==> config.mk <==
export PLATFORM = sky130hd
export DESIGN_NAME = mcdb_merge
export DESIGN_NICKNAME = d
export VERILOG_FILES = /design/src/mcdb_pkg.sv /design/src/mcdb_merge.sv
export SDC_FILE = /design/constraint.sdc
export NUM_CORES = 1
export LEC_CHECK = 0
export ABC_CLOCK_PERIOD_IN_PS = 8400
export BUFFER_PORTS_ARGS = -buffer_cell sky130_fd_sc_hd__buf_2
export CAP_MARGIN = 0
export CORE_ASPECT_RATIO = 1.75
export CORE_MARGIN = 4
export CORE_UTILIZATION = 51
export DETAILED_ROUTE_END_ITERATION = 12
export PLACE_DENSITY = 0.9
export REMOVE_ABC_BUFFERS = 1
export SLEW_MARGIN = 25
export SYNTH_ARGS = -nofsm -noshare
export SYNTH_HDL_FRONTEND = slang
export SYNTH_SLANG_ARGS = --single-unit
==> constraint.sdc <==
create_clock -name clk -period 8.4 [get_ports clk]
set_input_delay 0.42 -clock clk [delete_from_list [all_inputs] [get_ports clk]]
set_output_delay 0.42 -clock clk [all_outputs]
set_load 0.01 [all_outputs]
==> src/mcdb_pkg.sv <==
// Shared widths, reset value and result type for the multi-channel debouncer.
`default_nettype none

package mcdb_pkg;

    localparam int MAX_CHANNELS = 32;
    localparam int DATA_W       = 32;
    localparam int TIME_W       = 32;
    localparam int DEB_W        = 16;

    localparam logic [DEB_W-1:0] DEB_RESET = 16'd20;

    typedef struct packed {
        logic [DATA_W-1:0] debounced;
        logic [DATA_W-1:0] prior_debounced;
    } mcdb_result_t;

endpackage

`default_nettype wire

==> src/mcdb_merge.sv <==
// Merge stage: holds lane results in an output register with a skid entry behind it.
`default_nettype none

module mcdb_merge (
    input  wire logic                 clk,
    input  wire logic                 rst_n,
    input  wire logic                 load,
    input  wire mcdb_pkg::mcdb_result_t result_in,
    output logic                      full,
    output logic                      out_valid,
    input  wire logic                 out_stall,
    output mcdb_pkg::mcdb_result_t    result_out
);

    import mcdb_pkg::*;

    logic         out_valid_reg;
    logic         out_valid_next;
    logic         skid_valid_reg;
    logic         skid_valid_next;
    mcdb_result_t out_data_reg;
    mcdb_result_t skid_data_reg;
    logic         out_xfer;
    logic         out_free;

    assign out_xfer = out_valid_reg && !out_stall;
    assign out_free = !out_valid_reg || !out_stall;

    always_comb
    begin
        out_valid_next  = out_valid_reg;
        skid_valid_next = skid_valid_reg;
        if (skid_valid_reg)
        begin
            // drain skid entry into the output register
            if (out_xfer)
            begin
                skid_valid_next = 1'b0;
            end
        end
        else if (load)
        begin
            if (out_free)
            begin
                out_valid_next = 1'b1;
            end
            else
            begin
                skid_valid_next = 1'b1;
            end
        end
        else if (out_xfer)
        begin
            out_valid_next = 1'b0;
        end
    end

    always_ff @(posedge clk or negedge rst_n)
    begin
        if (!rst_n)
        begin
            out_valid_reg  <= 1'b0;
            skid_valid_reg <= 1'b0;
        end
        else
        begin
            out_valid_reg  <= out_valid_next;
            skid_valid_reg <= skid_valid_next;
        end
    end

    always_ff @(posedge clk)
    begin
        if (skid_valid_reg)
        begin
            if (out_xfer)
            begin
                out_data_reg <= skid_data_reg;
            end
        end
        else if (load)
        begin
            if (out_free)
            begin
                out_data_reg <= result_in;
            end
            else
            begin
                skid_data_reg <= result_in;
            end
        end
    end

    assign full       = skid_valid_reg;
    assign out_valid  = out_valid_reg;
    assign result_out = out_data_reg;

endmodule

`default_nettype wire

==> flow_summary.json <==
{
  "status": "finished clean",
  "synthTopCellsByCount": "128 x edfxtp_1, 47 x mux2_2, 17 x mux2_4",
  "antenna_found_initial": 1,
  "slew_headroom_pct": 35.0,
  "leakage_nw": 2.38,
  "setup_tns_ns": 0,
  "cts_max_path_buffers": 2,
  "finClkSkew_ns": 0.00751,
  "p_per_area_mw_per_mm2": 364,
  "viasPerCell": 4.93,
  "fillers": 652,
  "tightest_slew_ns": 0.976,
  "dp_hpwl_um": 5850,
  "cts-resized-gates": 0,
  "setup_ws_ns": 5.88,
  "path_max_fanout": 69,
  "yosys.area.top_type": "edfxtp_1",
  "crit_type": "register to register",
  "holdCritPathClass": "input pin to register",
  "cts_hold_buf": 1,
  "htree_levels": 4,
  "rsz0062_at_grt": "no",
  "drt_iter0_drc": 134,
  "crit_path_end_kind": "register",
  "synth_edf_count": 128,
  "start_util_pct": 52.7,
  "yosysMostFrequentCell": "edfxtp_1",
  "worstPathArrival_ns": 2.54,
  "cts_root_buf": "clkbuf_16",
  "placeableCoreArea_mm2": 0.00909,
  "peakVddDrop_mv": 0.229,
  "synth.area.top_cells": "edfxtp_1 80%, mux2_2 11%, mux2_4 5.3%, dfrtp_1 1.0%, buf_6 0.94%",
  "wl_per_cell_um": 18.0,
  "postRouteAntennaNets": 0,
  "synth-main-ff-cell": "edfxtp_1",
  "area_growth_pct": 28.6,
  "grt_pass1_vias": 2600,
  "ys_ff_latch": 130,
  "io_pins": 134,
  "slowest_delay_ns": 1.07,
  "seq_area_frac_synth_pct": 81.3,
  "cts_made_buffers": 17,
  "post_cts_buffers": 0,
  "gp_congestion": 0.745,
  "place_ws_ns": 5.85,
  "yosys_warnings": 0,
  "clock_latency_ns": 0.40,
  "die_x_um": 81.3,
  "crit_slowest_cell": "dfrtp_4",
  "synth_top_area_share_pct": 80.2,
  "diodes": 0,
  "grt_usage_pct": 17.1,
  "rows": 46,
  "cp.required_ns": 8.42,
  "vias": 2426,
  "dieArea_mm2": 0.0111,
  "cts.sinks": 130,
  "drc": 0,
  "die_y_um": 136,
  "final-setup-viol-count": 0,
  "grt-ovfl-total": 0,
  "syn_area_mm2": 0.00479,
  "maxCapViolations": 0,
  "grt_first_pass_wirelength_um": 13600,
  "cts.reportedPaths.clkPinSlew_ns": 0.05,
  "wirelength_um": 8860,
  "cts_tree": "yes",
  "max_clock_freq_mhz": 397,
  "grt_max_degree": 70,
  "ys_types": 13,
  "port_buffers": 133,
  "final-hold-violation-count": 0,
  "path_cells": "nand2_1, a21boi_4, buf_4",
  "final_nets": 427,
  "postSynth.asyncResetShare_pct": 1.54,
  "dr.pass1.iters": 4,
  "cp-start-kind": "register",
  "utilization_pct": 67.8,
  "final_max_slew_viol_count": 0,
  "drive_above_1_share_pct": 61.6,
  "fin_crit_sh_pct": 30.0,
  "netlist_instances": 212,
  "syn_area_per_cell_um2": 22.6,
  "fin_crit_ns": 2.52
}
==> worst max-delay path: cells and delay by family (launching register included) <==
family | cells | cell delay, ns
flops | 1 | 1.07
buf+inv | 1 | 0.66
simple gates | 1 | 0.21
compound gates | 1 | 0.17
==> cell families after synthesis <==
family | after synthesis | share of synthesized area [%]
flops | 130 | 81.3
mux | 64 | 16.4
simple gates | 5 | 0.444
compound gates | 4 | 0.470
buf+inv | 9 | 1.44
==> layer usage <==
| metal | vias to the layer above | global-route usage [%] | share of wire (%) |
|---|---|---|---|
| li1 | 1142 | - | - |
| met1 | 1180 | 19.5 | 37 |
| met2 | 80 | 27.7 | 55 |
| met3 | 22 | 5.11 | 5.0 |
| met4 | 2 | 10.2 | 3.5 |
| met5 | - | 0 | 0.079 |
==> through the flow <==
step | area, um2 | std cells | power, W | hold slack (ns)
floorplan | 4730 | 204 | 0.00138 | 0.124
global placement | 5580 | 459 | 0.00153 | 0.207
detailed placement | 5580 | 459 | 0.00155 | 0.210
global route | 6160 | 492 | 0.00235 | 0.191
finish | 6160 | 492 | 0.00224 | 0.209
CTS | 6160 | 492 | 0.00227 | 0.185
==> final timing paths <==
path                                             start                    endpoint  slack (ns)  depth (start not counted)
hold / removal                            result_in[6]  skid_data_reg[6]$_DFFE_PP_        0.21                          1
hold reg to reg            skid_data_reg[38]$_DFFE_PP_    result_out[38]$_DFFE_PP_        0.55                          1
setup reg to reg                        full$_DFF_PN0_    result_out[13]$_DFFE_PP_        5.88                          3
max in group asynchronous                        rst_n              full$_DFF_PN0_        7.96                          2
setup / recovery                        full$_DFF_PN0_    result_out[13]$_DFFE_PP_        5.88                          3
min in group asynchronous                        rst_n       out_valid$_DFFE_PN0P_        0.33                          2
==> area by class of cell <==
cell class,count,area (um2),area share [%]
flip-flops and latches,130,3900,63.2
multi-input cells,73,847,13.7
repair buffers,136,691,11.2
clock buffers,18,429,6.96
well taps,120,150,2.44
clock inverters,14,145,2.35
inverters,1,3.75,0.0609
==> power breakdown <==
part | internal (W) | switching (W) | total (W)
Combinational | 0.000239 | 0.000236 | 0.000475
Clock | 0.000459 | 0.000249 | 0.000707
Sequential | 0.000949 | 0.000110 | 0.00106
Total | 0.00165 | 0.000595 | 0.00224
==> cell usage in the layout, fill, tap and decap left out <==
cell           netlist  routed
buf_2                4     133
mux2_4              17      17
a21boi_4             0       1
a21oi_1              2       2
clkinv_1             0       4
clkinv_2             0       5
clkbuf_16            0      17
bufinv_16            0       3
nand2b_1             1       1
mux2_2              47      47
clkinvlp_4           0       2
o21ai_0              1       1
nor2_4               0       1
dfrtp_1              2       1
buf_4                0       2
inv_1                1       1
dlygate4sd3_1        0       1
nand2_1              3       3
edfxtp_1           128     128
dfrtp_4              0       1
clkbuf_1             0       1
No activity file was read; power rests on OpenSTA's default activity.
