## src/mcdb_pkg.sv

```systemverilog
// Shared widths, reset value and result type for the multi-channel debouncer.
`default_nettype none

package mcdb_pkg;

    localparam int MAX_CHANNELS = 32;
    localparam int DATA_W       = 32;
    localparam int TIME_W       = 32;
    localparam int DEB_W        = 16;

    localparam logic [DEB_W-1:0] DEB_RESET = 16'd20;

    typedef struct packed {
        logic [DATA_W-1:0] debounced;
        logic [DATA_W-1:0] prior_debounced;
    } mcdb_result_t;

endpackage

`default_nettype wire

```

## src/mcdb_lane.sv

```systemverilog
// One debounce lane: change time, previous raw bit and committed bit of a channel.
`default_nettype none

module mcdb_lane (
    input  wire logic                        clk,
    input  wire logic                        rst_n,
    input  wire logic                        en,
    input  wire logic                        raw_bit,
    input  wire logic [mcdb_pkg::TIME_W-1:0] now_ms,
    input  wire logic [mcdb_pkg::DEB_W-1:0]  debounce_time,
    output logic                             committed,
    output logic                             committed_upd
);

    import mcdb_pkg::*;

    logic              committed_reg;
    logic              committed_next;
    logic              last_raw_reg;
    logic [TIME_W-1:0] change_time_reg;
    logic [TIME_W-1:0] change_time_next;
    logic [TIME_W-1:0] elapsed;

    assign elapsed = now_ms - change_time_reg;

    always_comb
    begin
        committed_next   = committed_reg;
        change_time_next = change_time_reg;
        if (raw_bit != committed_reg)
        begin
            if (raw_bit == last_raw_reg)
            begin
                // stable long enough: commit the new level
                if (elapsed >= TIME_W'(debounce_time))
                begin
                    committed_next = raw_bit;
                end
            end
            else
            begin
                // edge seen: restart the timer
                change_time_next = now_ms;
            end
        end
    end

    always_ff @(posedge clk or negedge rst_n)
    begin
        if (!rst_n)
        begin
            committed_reg   <= 1'b0;
            last_raw_reg    <= 1'b0;
            change_time_reg <= '0;
        end
        else if (en)
        begin
            committed_reg   <= committed_next;
            last_raw_reg    <= raw_bit;
            change_time_reg <= change_time_next;
        end
    end

    assign committed     = committed_reg;
    assign committed_upd = committed_next;

endmodule

`default_nettype wire

```

## config.mk

```make
export PLATFORM = sky130hd
export DESIGN_NAME = mcdb_lane
export DESIGN_NICKNAME = d
export VERILOG_FILES = /design/src/mcdb_pkg.sv /design/src/mcdb_lane.sv
export SDC_FILE = /design/constraint.sdc
export NUM_CORES = 1
export LEC_CHECK = 0
export ABC_CLOCK_PERIOD_IN_PS = 7400
export BUFFER_PORTS_ARGS = -buffer_cell sky130_fd_sc_hd__buf_2
export CORE_ASPECT_RATIO = 0.6
export CORE_MARGIN = 2
export CORE_UTILIZATION = 53
export CTS_BUF_LIST = sky130_fd_sc_hd__clkbuf_16
export CTS_CLUSTER_SIZE = 10
export DETAILED_ROUTE_END_ITERATION = 16
export PLACE_DENSITY = 0.78
export SLEW_MARGIN = 10
export SYNTH_ARGS = -nofsm -noshare
export SYNTH_HDL_FRONTEND = slang
export SYNTH_SLANG_ARGS = --single-unit
```

## constraint.sdc

```tcl
create_clock -name clk -period 7.4 [get_ports clk]
set_clock_uncertainty 0.05 [all_clocks]
set_input_delay 1.85 -clock clk [delete_from_list [all_inputs] [get_ports clk]]
set_output_delay 1.85 -clock clk [all_outputs]
set_load 0.1 [all_outputs]
```

==> out/qor.csv, run 1 <==
metric;value;unit
outcome;finished, violations left;
failing checks;setup timing;
Post-DRT Antenna Nets;0;
leakage;0.00226;uW
worst slew pin tran;942;ps
Worst Path Arrival;5990;ps
final wirelength;9470;um
final worst path period share;107;%
fraction of the mapped netlist area in adder cells;16.4;%
Post-Synth XOR/XNOR Area;4.95;%
Yosys warnings;0;
number of port buffers;53;
count leader, synth;inv_1;
Wirelength per Cell;15.8;um
TritonCTS clock tree;done;
Worst Hold Class;reg2reg;
startpoint types;input pin;
# nets final;612;
diode count;0;
post-synth cell types;68;
Slew Limit Fails;0;
initial antenna violation count;0;
Initial Util;55.1;%
fmax;127;MHz
mux share of post-synthesis cell area;10.2;%
area leader, netlist;dfrtp_1;
grt ovf;0;
Cell Area, Synth;0.00371;sq mm
Core Region;0.00673;sq mm
most frequent cells after synthesis;54 x inv_1, 47 x ha_1, 34 x dfrtp_1;
main combinational cell family by area after synthesis;compound AO/OA/AOI/OAI gates;
clock power share;12.1;%
Comb pwr share;70.8;%
crit-path max cell delay;440;ps
Yosys top cell area share;22.9;%
Post-Syn Nets;524;
router iterations before antenna repair;5;
Design Power;1730;uW
Post-synth EDFFs;0;
Pwr Density;384;mW/mm^2
largest buffer count on any clock path;2;
Placement Rows;23;
worst path bufs/invs;3;
via count;3435;
Setup TNS Final;-488;ps
Largest register FFs;32;
initial DRC count;212;
FF+latch count, synth;34;
height of the die;68.8;um
Cell Int Power;943;uW
Tmin final;7890;ps
syn_area_per_cell;8.76;sq um
CP endpoint kind;primary output;
Slowest cell on crit path;or4_4;
CP Data Required Time;5500;ps
CTS Buf Count;5;
Top FF cell, synth;dfrtp_1;
Clock transition at path regs;50;ps
residual DRC count;0;
first-pass GRT wire length;15800;um
Vias/cell;5.73;
RSZ-0062 raised after global routing;true;
Max Cap Violations;0;
worst-path fanout max;3;
ratio of cells with drive above 1 in the final layout;32.4;%
htree depth;2;
cts hold-fix bufs;0;
Crit Path Class;in2out;
largest net degree at the start of global routing;35;
GRT Total Usage;26.0;%
sequential share of power;17.1;%
Root Driver;clkbuf_16;
CTS sink count;34;
sw frac;45.7;%
Synth-to-Final Area Change;21.8;%
family with the most delay on the worst path;compound AO/OA/AOI/OAI gates;
HPWL after DPL;7760;um
final hold viol count;0;
Final Setup Violations;1;
vias in the first global route;3282;
I/O pins;54;
clock latency on the worst-skew pair;290;ps
Die X;112;um
post-CTS setup buffer count;0;
net switching power;792;uW
Routability Congestion;0.955;
Post-Syn Instances;424;
Slew HR;37.2;%
most area-consuming cells after synthesis;dfrtp_1 23%, ha_1 16%, mux2_2 9.7%, inv_1 5.5%, a21oi_1 4.3%;
crit-path most repeated cell;a21o_1;
worst vdd ir;0.202;mV
register area share after synthesis;22.9;%
post-synthesis compound-gate area fraction;22.3;%
post-route setup slack;-488;ps
DIE AREA;0.00771;sq mm
Async SR Flop Fraction;100;%
Post-Synth Simple-Gate Area;15.3;%
[cell families (layout without fill, tap and decap cells)]
group                      after synthesis  after routing
AOI/OAI and AO/OA                      117            117
and+or+nand+nor                        104            104
buffers and inverters                   66            155
adders and majority gates               48             48
muxes                                   34             34
DFF                                     34             34
xor gates and xnor gates                21             21
[path summary, 6_finish.rpt]
| path | start | end | slack [ps] | cells after the start |
|---|---|---|---|---|
| setup reg to reg | change_time_reg[1] | committed | 3080 | 20 |
| setup / recovery | now_ms[0] | committed_upd | -490 | 25 |
| hold reg to reg | change_time_reg[16] | change_time_reg[16] | 450 | 1 |
| hold / removal | change_time_reg[16] | change_time_reg[16] | 450 | 1 |
| min in group asynchronous | rst_n | change_time_reg[26] | 1600 | 1 |
| max in group asynchronous | rst_n | change_time_reg[31] | 5170 | 1 |
[per-layer routing]
metal	global-route usage [%]	routed length (um)	part of all wire, %
met5	0	0	0
met4	6.71	106	1.1
met3	6.82	749	7.9
met2	40.1	3850	41
met1	36.7	4760	50
[stage by stage]
stage / std cells / hold slack (ps) / cell area, sq um / worst slack [ps] / utilization (%)
final: 600 / 452 / 4520 / -488 / 67.1
after floorplan: 424 / 404 / 3720 / -660 / -
after global routing: 600 / 474 / 4520 / -789 / 67.1
after CTS: 600 / 457 / 4520 / -510 / 67.1
after global placement: 592 / 433 / 4330 / -514 / 64.3
after detailed placement: 592 / 431 / 4330 / -660 / 64.3
[power by group through the flow]
stage	registers, uW	logic, uW	clock network, uW
after CTS	296	1210	216
after global routing	306	1360	224
after global placement	292	1140	0
after floorplan	295	850	0
final	297	1230	210
after detailed placement	298	1190	0
[timing repair]
| action | in CTS | in global routing |
|---|---|---|
| setup endpoints to repair | 1 | 1 |
| resized for setup | 11 | 1 |
| pin swaps | 0 | 1 |
[cell usage in the layout, fill, tap and decap left out, drive strengths merged, types with 6 or more instances in the layout]
master | Yosys | final
buf | 7 | 93
inv | 54 | 54
ha | 47 | 47
dfrtp | 34 | 34
a21oi | 34 | 34
mux2 | 32 | 32
nand2 | 27 | 27
o21ai | 24 | 24
nor2 | 21 | 21
xnor2 | 15 | 15
a21o | 14 | 14
nand3 | 13 | 13
nand4 | 8 | 8
xor2 | 6 | 6
nor2b | 6 | 6
and2 | 6 | 6
[layout make-up]
| cell class | count | area, sq um |
|---|---|---|
| clock buffer | 5 | 125 |
| tap | 87 | 109 |
| timing repair buffer | 93 | 581 |
| multi-input combinational | 324 | 2640 |
| sequential | 34 | 851 |
| clock inverter | 3 | 16.3 |
| fill | 549 | 2210 |
| inverter | 54 | 203 |
[worst register-to-register path, delay by kind of cell (launching register included)]
kind	cells	cell delay (ps)
compound gates	7	1590
xor+xnor	1	220
fa+ha+maj	2	550
buf+inv	2	230
flops	1	390
simple gates	8	1160
Note: power is estimated with default switching activity, not from simulation.
==> inputs of run 2 (changes only) <==
Settings changed: CTS_BUF_LIST sky130_fd_sc_hd__clkbuf_16 to sky130_fd_sc_hd__clkbuf_4 sky130_fd_sc_hd__clkbuf_8 sky130_fd_sc_hd__clkbuf_16.
==> run 2 against run 1 <==
Hold slack about the same. The flow still finishes with violations (setup timing). Die area did not move. Sequential share of layout area barely moved. First-iteration DRC count down 0.47%. Clock power grew 5%. Cell count stayed put. Sequential power about the same. Wire length is 0.20% higher. Largest power group unchanged. Highest routed layer unchanged. Largest cell class unchanged. Maximum frequency barely moved.
==> out/qor.csv, run 2 (synthesized netlist as in run 1, its figures left out) <==
metric;value;unit;change
DIE AREA;0.00771;sq mm;unchanged
HPWL after DPL;7760;um;unchanged
grt ovf;0;;unchanged
sequential cell area;851;sq um;unchanged
I/O pins;54;;unchanged
Final Setup Violations;1;;unchanged
Slew HR;37.1;%;-0.11 points
fin area;0.00453;sq mm;+0.22%
worst vdd ir;0.202;mV;about the same
Pwr Density;385;mW/mm^2;+0.34%
post-route setup slack;-484;ps;+4.17 ps
Slowest cell on crit path;or4_4;;
largest net degree at the start of global routing;35;;unchanged
# nets final;612;;unchanged
Initial Util;55.1;%;unchanged
Area after DPL;0.00433;sq mm;unchanged
Die X;112;um;unchanged
Vias/cell;5.68;;-0.79%
Wirelength per Cell;15.8;um;+0.20%
Worst Hold Slack;452;ps;+0.181 ps
final wirelength;9480;um;+0.20%
commonest non-fill, non-tap cell in the layout;inv_1;;
CP Data Required Time;5500;ps;about the same
most frequent cells in the layout;53 x inv_1, 52 x buf_2, 46 x ha_1, 40 x buf_4, 34 x dfrtp_1;;
CTS sink count;34;;unchanged
clock latency on the worst-skew pair;290;ps;about the same
residual DRC count;0;;unchanged
final worst path period share;107;%;about the same
Clock transition at path regs;50;ps;about the same
family with the most delay on the worst path;compound AO/OA/AOI/OAI gates;;
htree depth;2;;unchanged
Setup Slack @ Placement;-660;ps;unchanged
Slew Limit Fails;0;;unchanged
leakage;0.00226;uW;+0.25%
Tmin final;7880;ps;-4.17 ps
initial DRC count;211;;-0.47%
M1 GR Usage;36.5;%;-0.16 points
RSZ-0062 raised after global routing;true;;
most used routing layer;met2;;
Crit Path Class;in2out;;
Root Driver;clkbuf_16;;
largest buffer count on any clock path;2;;unchanged
first-pass GRT wire length;15700;um;-0.26%
height of the die;68.8;um;unchanged
crit-path max cell delay;450;ps;about the same
CTS Buf Count;5;;unchanged
router iterations before antenna repair;4;;-1
worst path bufs/invs;3;;unchanged
M3 GR Usage;6.82;%;unchanged
post-CTS setup buffer count;0;;unchanged
Placement Rows;23;;unchanged
outcome;finished, violations left;;
Routability Congestion;0.955;;unchanged
number of port buffers;53;;unchanged
Multi-input gate area;0.00264;sq mm;unchanged
TritonCTS clock tree;done;;
startpoint types;input pin;;
fmax;127;MHz;about the same
initial antenna violation count;0;;unchanged
ratio of cells with drive above 1 in the final layout;32.6;%;+0.19 points
Post-DRT Antenna Nets;0;;unchanged
worst-path fanout max;3;;unchanged
crit-path most repeated cell;a21o_1;;
final hold viol count;0;;unchanged
Synth-to-Final Area Change;22.1;%;
failing checks;setup timing;;
Max Cap Violations;0;;unchanged
GRT Total Usage;26.0;%;-0.058 points
vias in the first global route;3280;;-0.061%
CP endpoint kind;primary output;;
diode count;0;;unchanged
Core Region;0.00673;sq mm;unchanged
via count;3408;;-0.79%
met2 Use GR;40.1;%;unchanged
Worst Path Arrival;5980;ps;about the same
Largest register FFs;32;;unchanged
Worst Hold Class;reg2reg;;
Filler cells;547;;-0.36%
worst slew pin tran;944;ps;+1.70 ps
## run 2: power by group
group	total (uW)	switching, uW	internal [uW]
clock	220	86.5	133
combinational	1230	666	562
sequential	296	39.0	257
total	1740	792	953
## run 2: layout make-up
class	count	area share, %
Clock buffer	6	3.06
Clock inverter	2	0.276
Inverter	54	4.47
Multi-Input combinational cell	324	58.2
Sequential cell	34	18.8
Tap cell	87	2.40
Timing Repair Buffer	93	12.8
## run 2: what timing repair did
action,CTS,global route
pin swaps,0,1
gates resized for setup,11,1
setup endpoints to repair,1,1
hold buffers,0,0
## run 2: layer usage
layer / part of all wire, % / vias to the layer above / wire, um
li1: - / 1705 / -
met5: 0 / - / 0
met3: 7.2 / 10 / 679
met2: 41 / 80 / 3910
met4: 1.1 / 0 / 101
met1: 51 / 1613 / 4800
## run 2: path summary, 6_finish.rpt
| path | startpoint | end | slack (ps) | cells past startpoint |
|---|---|---|---|---|
| min | change_time_reg[16] | change_time_reg[16] | 450 | 1 |
| max | now_ms[0] | committed_upd | -480 | 25 |
| min reg2reg | change_time_reg[16] | change_time_reg[16] | 450 | 1 |
| max reg2reg | change_time_reg[1] | committed | 3060 | 20 |
| max in group asynchronous | rst_n | change_time_reg[16] | 5160 | 1 |
| min in group asynchronous | rst_n | change_time_reg[26] | 1610 | 1 |
## run 2: worst register-to-register path: stages (launching register included)
cell and delay [ps]:
dfrtp_1 390, inv_1 70, ha_1 270, nor2b_1 200, o2111ai_2 170, a2111oi_2 380, buf_4 160, nor3b_2 40
o21bai_1 160, xor2_1 220, ha_1 280, nand4_1 130, nor3_2 70, a221oi_2 200, nand3_1 100, nor2_1 120
o2111ai_1 130, or4_4 450, a2111oi_4 300, a311o_1 250, nand3_1 70
## run 2: through the flow
step / util, % / power (uW) / instances / TNS [ps]
after floorplan: - / 1140 / 424 / -660
after global placement: 64.3 / 1430 / 592 / -514
after detailed placement: 64.3 / 1480 / 592 / -660
after CTS: 67.2 / 1730 / 600 / -510
after global routing: 67.3 / 1900 / 600 / -789
final: 67.3 / 1740 / 600 / -484
==> inputs of run 3 (changes only) <==
--- a/config.mk
+++ b/config.mk
@@ -7,7 +7,9 @@
 export LEC_CHECK = 0
-export ABC_CLOCK_PERIOD_IN_PS = 7400
+export ABC_CLOCK_PERIOD_IN_PS = 6790
 export BUFFER_PORTS_ARGS = -buffer_cell sky130_fd_sc_hd__buf_2
+export CELL_PAD_IN_SITES_DETAIL_PLACEMENT = 0
+export CELL_PAD_IN_SITES_GLOBAL_PLACEMENT = 1
 export CORE_ASPECT_RATIO = 0.6
 export CORE_MARGIN = 2
-export CORE_UTILIZATION = 53
+export CORE_UTILIZATION = 40
 export CTS_BUF_LIST = sky130_fd_sc_hd__clkbuf_4 sky130_fd_sc_hd__clkbuf_8 sky130_fd_sc_hd__clkbuf_16
@@ -15,3 +17,3 @@
 export DETAILED_ROUTE_END_ITERATION = 16
-export PLACE_DENSITY = 0.78
+export PLACE_DENSITY_LB_ADDON = 0.1
 export SLEW_MARGIN = 10
==> constraint.sdc (replaced) <==
create_clock -name clk -period 6.79 [get_ports clk]
set_clock_uncertainty 0.05 [all_clocks]
set_input_delay 0.3395 -clock clk [delete_from_list [all_inputs] [get_ports clk]]
set_output_delay 0.3395 -clock clk [all_outputs]
set_load 0.1 [all_outputs]
==> run 3 against run 2 <==
The run now ends clean. Critical path depth decreased by 2. Utilization decreased by 21 points. Non-clock buffer count shrank 39. Die area up 31%. Hold slack worse by 340 ps. Wire length is 2.9% lower. Combinational power shrank 6%.
==> out/qor.csv, run 3 (synthesized netlist as in run 1, its figures left out) <==
metric;value;unit;change
commonest non-fill, non-tap cell in the layout;inv_1;;
final worst path period share;82.3;%;
HPWL after DPL;7550;um;-2.7%
fin area;0.00420;sq mm;-7.4%
cts hold-fix bufs;0;;unchanged
worst-path fanout max;4;;+1
Clock transition at path regs;60;ps;about the same
worst vdd ir;0.162;mV;-20%
Design Power;1720;uW;-1.5%
number of port buffers;53;;unchanged
Wirelength per Cell;15.6;um;-1.2%
CTS Buf Count;5;;unchanged
CTS sink count;34;;unchanged
Max Cap Violations;0;;unchanged
RSZ-0062 raised after global routing;false;;
Setup TNS Final;0;ps;+484 ps
Filler cells;917;;+68%
clock latency on the worst-skew pair;280;ps;about the same
GRT Total Usage;19.1;%;-6.9 points
diode count;0;;unchanged
Initial Util;40.9;%;-14 points
Largest register FFs;32;;unchanged
Tmin final;5590;ps;
Synth-to-Final Area Change;13.1;%;
htree depth;2;;unchanged
Slew HR;41.7;%;+4.6 points
initial antenna violation count;0;;unchanged
crit-path max cell delay;450;ps;about the same
CP Data Required Time;6400;ps;+900 ps
router iterations before antenna repair;4;;unchanged
worst slew pin tran;874;ps;-69.5 ps
Setup Slack @ Placement;1430;ps;+2090 ps
sequential cell area;851;sq um;unchanged
Vias/cell;5.36;;-5.6%
first-pass GRT wire length;15000;um;-4.6%
residual DRC count;0;;unchanged
leakage;0.00206;uW;-8.8%
startpoint types;flip-flop;;
Post-DRT Antenna Nets;0;;unchanged
final wirelength;9210;um;-2.9%
Slowest cell on crit path;or4_4;;
Worst Path Arrival;5200;ps;-780 ps
height of the die;78.6;um;+14%
fmax;179;MHz;
grt ovf;0;;unchanged
Worst Hold Class;in2async;;
most frequent cells in the layout;54 x inv_1, 53 x buf_2, 47 x ha_1, 34 x dfrtp_1;;
outcome;complete, no violations;;
I/O pins;54;;unchanged
Root Driver;clkbuf_16;;
TritonCTS clock tree;done;;
ratio of cells with drive above 1 in the final layout;24.5;%;-8.1 points
DIE AREA;0.0101;sq mm;+31%
Die X;128;um;+15%
Area after DPL;0.00405;sq mm;-6.5%
Pwr Density;409;mW/mm^2;+6.4%
Core Region;0.00909;sq mm;+35%
vias in the first global route;2975;;-9.3%
Final Setup Violations;0;;-1
Routability Congestion;0.922;;-3.4%
final hold viol count;0;;unchanged
Slew Limit Fails;0;;unchanged
largest buffer count on any clock path;2;;unchanged
post-CTS setup buffer count;0;;unchanged
post_cts resized;0;;-11
Crit Path Class;reg2out;;
post-route setup slack;1200;ps;+1690 ps
CP Cell Sequence;inv_1 > ha_1 > nor2b_1 > o2111ai_1 > nand2_1 > a21o_1 > a21oi_1 > o21bai_1 > a21o_1 > a41oi_1 > xnor2_1 > ha_1 > nand4_1 > nor3_1 > a221oi_1 > nand3_1 > nor2_1 > o2111ai_1 > or4_4 > a2111oi_4 > nand4_1 > nand3b_1 > buf_2;;
Multi-input gate area;0.00257;sq mm;-2.4%
# nets final;573;;-6.4%
CP endpoint kind;primary output;;
initial DRC count;175;;-17%
largest net degree at the start of global routing;35;;unchanged
via count;3164;;-7.2%
Placement Rows;27;;+17%
Worst Hold Slack;111;ps;-342 ps
run 3: changes by cell type in the layout (fill, tap and decap cells not counted), moves of 2 or more:
| cell | previous run | this run |
|---|---|---|
| a21oi_2 | 3 | 1 |
| a21oi_1 | 30 | 32 |
| buf_4 | 40 | 1 |
| o2111ai_1 | 2 | 4 |
| o2111ai_2 | 2 | 0 |
run 3: worst paths after layout:
check | startpoint | end | slack (ps) | cells after the start
worst max-delay path | change_time_reg[2] | committed_upd | 1200 | 23
worst min-delay path | rst_n | change_time_reg[10] | 110 | 1
worst max register to register | change_time_reg[2] | committed | 2160 | 22
worst min register to register | change_time_reg[0] | change_time_reg[0] | 450 | 2
max in group asynchronous | rst_n | change_time_reg[0] | 6050 | 1
min in group clk | now_ms[15] | change_time_reg[15] | 260 | 2
run 3: cell type report:
class                           count  share of cell area, %
Sequential cell                    34                   20.3
Inverter                           54                   4.83
Clock inverter                      2                  0.298
Timing Repair Buffer               54                   6.50
Tap cell                          116                   3.46
Clock buffer                        6                   3.31
Multi-Input combinational cell    324                   61.3
run 3: power breakdown:
part	internal, uW	switching [uW]
clock network	145	91.0
logic	494	669
registers	280	39.3
total	919	799
run 3: critical path: cells and delay by family (launching register included):
| kind | cells | cell delay [ps] |
|---|---|---|
| compound gates | 9 | 1890 |
| buf+inv | 2 | 480 |
| flops | 1 | 340 |
| fa+ha+maj | 2 | 580 |
| xor+xnor | 1 | 150 |
| simple gates | 9 | 1480 |
run 3: through the flow:
stage / util [%] / instances
floorplan: - / 424
finish: 46.2 / 590
detailed placement: 44.5 / 582
CTS: 46.2 / 590
global placement: 44.5 / 582
global route: 46.2 / 590
run 3: per-layer routing:
layer / wire length (um) / track usage (%) / up-vias
met3: 594 / 4.02 / 5
met4: 41 / 3.52 / 0
met2: 3330 / 24.3 / 85
met5: 0 / 0 / -
met1: 5240 / 31.6 / 1443
li1: - / - / 1631
